## src/rtl/bfa_pkg.sv

```systemverilog
// ----------------------------------------------------------------------------
// bfa_pkg
// Shared types and codes for the bitmap frame allocator: command and result
// transactions, action codes and the word unit's control and status groups.
// ----------------------------------------------------------------------------
package bfa_pkg;

    localparam logic [2:0] ACT_ALLOC      = 3'd0;
    localparam logic [2:0] ACT_FREE       = 3'd1;
    localparam logic [2:0] ACT_USED       = 3'd2;
    localparam logic [2:0] ACT_RANGE_FREE = 3'd3;
    localparam logic [2:0] ACT_RANGE_USED = 3'd4;

    localparam logic [31:0] ALL_USED = 32'hFFFF_FFFF;
    localparam int          WORD_BITS = 32;

    typedef struct packed {
        logic [2:0]  action;
        logic [31:0] start_addr;
        logic [31:0] end_addr;
    } bfa_cmd_t;

    typedef struct packed {
        logic [31:0] frame_addr;
        logic        out_of_memory;
    } bfa_result_t;

    typedef enum logic [1:0] {
        MODE_ALLOC = 2'd0,
        MODE_SET   = 2'd1,
        MODE_CLEAR = 2'd2
    } bfa_mode_t;

    typedef struct packed {
        bfa_mode_t  mode;
        logic [4:0] lo_off;
        logic [4:0] hi_off;
        logic       use_lo;
        logic       use_hi;
    } bfa_word_op_t;

    typedef struct packed {
        logic [31:0] new_word;
        logic        found;
        logic [4:0]  bit_idx;
    } bfa_word_res_t;

endpackage

```

## src/rtl/bfa_word_unit.sv

```systemverilog
// ----------------------------------------------------------------------------
// bfa_word_unit
// Shared word unit: finds the lowest free bit of a bitmap word and builds
// the updated word for an allocation or for a masked set/clear of a range.
// ----------------------------------------------------------------------------
module bfa_word_unit
    import bfa_pkg::*;
(
    input  logic [31:0]   word,
    input  bfa_word_op_t  op,
    output bfa_word_res_t res
);

    logic [31:0] free_bits;
    logic [15:0] sel16;
    logic [7:0]  sel8;
    logic [3:0]  sel4;
    logic [1:0]  sel2;
    logic [4:0]  idx;
    logic [31:0] lo_mask;
    logic [31:0] hi_mask;
    logic [31:0] mask;

    // Binary search for the lowest zero bit, five halving steps.
    always_comb
    begin
        free_bits = ~word;
        idx[4]    = ~|free_bits[15:0];
        sel16     = idx[4] ? free_bits[31:16] : free_bits[15:0];
        idx[3]    = ~|sel16[7:0];
        sel8      = idx[3] ? sel16[15:8] : sel16[7:0];
        idx[2]    = ~|sel8[3:0];
        sel4      = idx[2] ? sel8[7:4] : sel8[3:0];
        idx[1]    = ~|sel4[1:0];
        sel2      = idx[1] ? sel4[3:2] : sel4[1:0];
        idx[0]    = ~sel2[0];
    end

    always_comb
    begin
        lo_mask = op.use_lo ? (ALL_USED << op.lo_off) : ALL_USED;
        hi_mask = op.use_hi ? (ALL_USED >> (5'd31 - op.hi_off)) : ALL_USED;
        res.found   = |free_bits;
        res.bit_idx = idx;
        case (op.mode)
            MODE_ALLOC: mask = 32'd1 << idx;
            default:    mask = lo_mask & hi_mask;
        endcase
        case (op.mode)
            MODE_CLEAR: res.new_word = word & ~mask;
            default:    res.new_word = word | mask;
        endcase
    end

endmodule

```

## config.mk

```make
export PLATFORM = sky130hd
export DESIGN_NAME = bfa_word_unit
export DESIGN_NICKNAME = d
export VERILOG_FILES = /design/src/rtl/bfa_pkg.sv /design/src/rtl/bfa_word_unit.sv
export SDC_FILE = /design/constraint.sdc
export NUM_CORES = 1
export LEC_CHECK = 0
export BUFFER_PORTS_ARGS = -buffer_cell sky130_fd_sc_hd__buf_2
export CAP_MARGIN = 20
export CORE_MARGIN = 1.5
export CORE_UTILIZATION = 25
export DETAILED_ROUTE_END_ITERATION = 10
export PLACE_DENSITY = 0.49
export REMOVE_ABC_BUFFERS = 1
export SLEW_MARGIN = 15
export SYNTH_ARGS = -nofsm -noshare
export SYNTH_HDL_FRONTEND = slang
export SYNTH_SLANG_ARGS = --single-unit
```

## constraint.sdc

```tcl
create_clock -name vclk -period 3.3
set_input_delay 0.495 -clock vclk [all_inputs]
set_output_delay 0.495 -clock vclk [all_outputs]
set_load 0.005 [all_outputs]
```

---- Word-level counts from Yosys, hierarchy flattened ----
Index checks and enable logic that the tools add are counted.
operators by class
  shift operators ......................... 3
  equal/unequal tests ..................... 1
  multiplexer cells ....................... 8
  bitwise logic cells ..................... 6
  reductions and logical operators ........ 10
  add/sub/neg operators ................... 1
operator list
  operator                                                              number
  32-bit two-way mux                                                    4
  32-bit AND                                                            2
  32-bit inverter                                                       2
  32-bit bitwise OR                                                     1
  32-bit OR reduction                                                   1
  1-bit by 5-bit << shifter with 32-bit output, first input constant    1
  32-bit by 5-bit << shifter with 32-bit output, first input constant   1
  32-bit by 5-bit right shift with 32-bit output, first input constant  1
  16-bit OR reduction                                                   1
  15-bit two-way mux                                                    1
  8-bit OR reduction                                                    1
  7-bit two-way mux                                                     1
  5-bit subtractor, first input constant                                1
  1-bit zero test                                                       4
  4-bit OR reduction                                                    1
  3-bit two-way mux                                                     1
  2-bit equality test, second input constant                            1
  2-bit zero test                                                       1
  2-bit OR reduction                                                    1
  1-bit two-way mux                                                     1
  1-bit inverter                                                        1
storage, ports and cells
  register bits ........................... 0
  bits of input ports ..................... 46

---- Depth between registers and ports, before layout ----
  depth after elaboration ................. 15
  mapped depth ............................ 10

---- Least setup slack after synthesis ----
OpenSTA, ideal clock, no wires.
  kind .................................... input to output
  start point ............................. input word[11]
  end point ............................... output res[32] in the netlist's numbering
  arrival time ............................ 2.252 ns
  data required time ...................... 2.805 ns
  stages .................................. 8
  slack ................................... 0.553 ns
  path through ............................ nand4_1 > or3_4 > o21ai_4 > inv_4 > a221oi_2 > nor2_2 > a21oi_1 > mux2_1
RTL lines
  element          line                 RTL
  start, declared  bfa_word_unit.sv:9   input logic [31:0] word,
  end, declared    bfa_word_unit.sv:11  output bfa_word_res_t res

==> metrics.md <==
| Metric | Value |
|---|---|
| Status | finished, final reports clean |
| Vias in the first global route | 2725 |
| Register area share after synthesis | 0 |
| Worst Setup Start Kind | input pin |
| DIE AREA | 7940 sq um |
| Starting DRT DRC Count | 348 |
| Largest net degree at the start of global routing | 18 |
| First-pass GRT wire length | 15500 microns |
| Row count | 31 |
| Pins Over Slew Limit | 0 |
| Top-count cell post-synth | nand2_1 |
| Detail Route Antenna Nets | 0 |
| Placement Setup Slack | 0.141 ns |
| Data required time of the worst path | 2.80 ns |
| Area contributors post-synth | nand2_1, a21oi_1, o21ai_0, nor2_1, nand3_1 |
| Synth Cell Area | 1850 sq um |
| Post-DP HPWL | 8290 microns |
| Leading area contributor after synthesis | nand2_1 |
| Final net count | 463 |
| Worst Tran Pin Value | 0.608 ns |
| CP max FO | 9 |
| Routed len/inst | 19.7 microns |
| Tcrit/Tclk final | 0.972 |
| Drt pass-1 iters | 5 |
| Initial Utilization | 0.257 |
| Synthesis Warnings | 0 |
| Share of post-route cells with drive strength above 1 | 0.311 |
| Hold Crit Class | in -> out |
| PwrDens | 138 nW/um^2 |
| Commonest cells post-synth | nand2_1, a21oi_1, o21ai_0 |
| Synth Instances | 324 |
| Worst setup margin | 0.0937 ns |
| F_max | 312 MHz |
| Final Wtd Congestion | 0.916 |
| Seq cells | 0 |
| Post-CTS Setup Inserts | 0 |
| DRT Wirelength | 10100 microns |
| Boundary pin count | 84 |
| CTS resizes | 0 |
| Max-cap check violation count | 0 |
| Routed vias | 3026 |
| Height of the die | 89.1 microns |
| Crit path kind | in -> out |
| Critical Path Sink Type | output pin |
| RSZ-0062 raised after global routing | true |
| Clock buf count | 0 |
| Minimum clock period | 3.21 ns |
| Post-synth top area share | 0.0972 |
| Global route overflow | 0 |
| Global Route Usage Sum | 0.254 |
| Netlist cell types | 60 |
| Data arrival time of the critical path | 2.71 ns |
| Core area | 7210 sq um |
| Initial antenna violation count | 0 |
| Maximum VDD drop | 0.0438 mV |
| Register area | 0 sq um |
| DRC | 0 |
| Util after Layout | 0.348 |
| Slew margin rel. | 0.593 |
| Area growth, synth to finish | 35.4% |
| # setup viols final | 0 |
| Ant. Diodes | 0 |
| Number of port buffers | 84 |
| Cts hold-fix bufs | 0 |
| Final Hold Vio Count | 0 |
| Leakage | 1.05 nW |
| Post-Syn Area per Cell | 5.72 sq um |
| Chip width | 89.1 microns |
| DR vias/cell | 5.89 |
## critical path: stages
cell and delay [ns]:
buf_2 0.13, nand4_1 0.23, or3_4 0.50, o21ai_4 0.24, inv_4 0.10, a211oi_1 0.39
nor3_1 0.14, a21oi_1 0.26, a21oi_1 0.10, buf_2 0.13
## layer usage
layer | wire length (microns) | global-route usage | vias up
li1 | - | - | 1434
met1 | 4600 | 0.372 | 1399
met2 | 4450 | 0.392 | 177
met3 | 828 | 0.0332 | 16
met4 | 242 | 0.0559 | 0
met5 | 0 | 0 | -
## power by group
part / internal [mW] / total (mW) / switching (mW) / leakage, nW
clock network: 0 / 0 / 0 / 0
logic: 0.139 / 0.347 / 0.208 / 1.05
registers: 0 / 0 / 0 / 0
total: 0.139 / 0.347 / 0.208 / 1.05
## area by class of cell
cell class	instances	area, sq um
fillers	866	4700
multi-input cells	297	1750
repair buffers	108	601
well taps	99	124
inverters	10	40.0
## per-stage QoR
step,setup TNS [ns],power (mW),instance area (sq um),hold WS (ns),instances
after floorplan,0,0.165,1790,1.07,307
after global placement,0,0.345,2510,1.31,514
after detailed placement,0,0.341,2510,1.32,514
after CTS,0,0.343,2510,1.32,514
after global routing,-0.0324,0.382,2510,1.35,514
final,0,0.347,2510,1.31,514
## cells by family (layout without fill, tap and decap cells)
| kind of cell | Yosys count | in the layout | share of synthesized area |
|---|---|---|---|
| mux | 10 | 10 | 0.0567 |
| compound gates | 136 | 136 | 0.493 |
| buf+inv | 27 | 118 | 0.0580 |
| simple gates | 151 | 151 | 0.392 |
## layout by cell type, fill, tap and decap left out, types with 2 or more instances in the layout
| master | Yosys | layout |
|---|---|---|
| buf_2 | 0 | 84 |
| nand2_1 | 48 | 48 |
| a21oi_1 | 34 | 34 |
| o21ai_0 | 34 | 34 |
| nor2_1 | 32 | 32 |
| buf_4 | 1 | 24 |
| nand3_1 | 16 | 16 |
| nor3_1 | 15 | 15 |
| a211oi_1 | 9 | 9 |
| nand4_1 | 8 | 8 |
| o31ai_1 | 8 | 8 |
| o211ai_1 | 8 | 8 |
| inv_1 | 7 | 7 |
| mux2i_1 | 6 | 6 |
| nor2b_1 | 5 | 5 |
| a22oi_1 | 5 | 5 |
| and2_1 | 4 | 4 |
| or2_2 | 4 | 4 |
| a221o_1 | 4 | 4 |
| o221ai_1 | 4 | 4 |
| a21boi_0 | 4 | 4 |
| and3_1 | 3 | 3 |
| nand2b_1 | 3 | 3 |
| mux2_2 | 3 | 3 |
| inv_2 | 2 | 2 |
| a221oi_1 | 2 | 2 |
| nor4_1 | 2 | 2 |
| a21o_1 | 2 | 2 |
| o221a_2 | 2 | 2 |
| o41ai_1 | 2 | 2 |
| a22o_1 | 2 | 2 |
| a31oi_1 | 2 | 2 |
## worst paths after layout
path | slack [ns] | cells past startpoint | from | to
worst max-delay path | 0.09 | 10 | word[10] | res[28]
worst min-delay path | 1.31 | 4 | word[19] | res[25]
(Power assumes the default switching activity.)
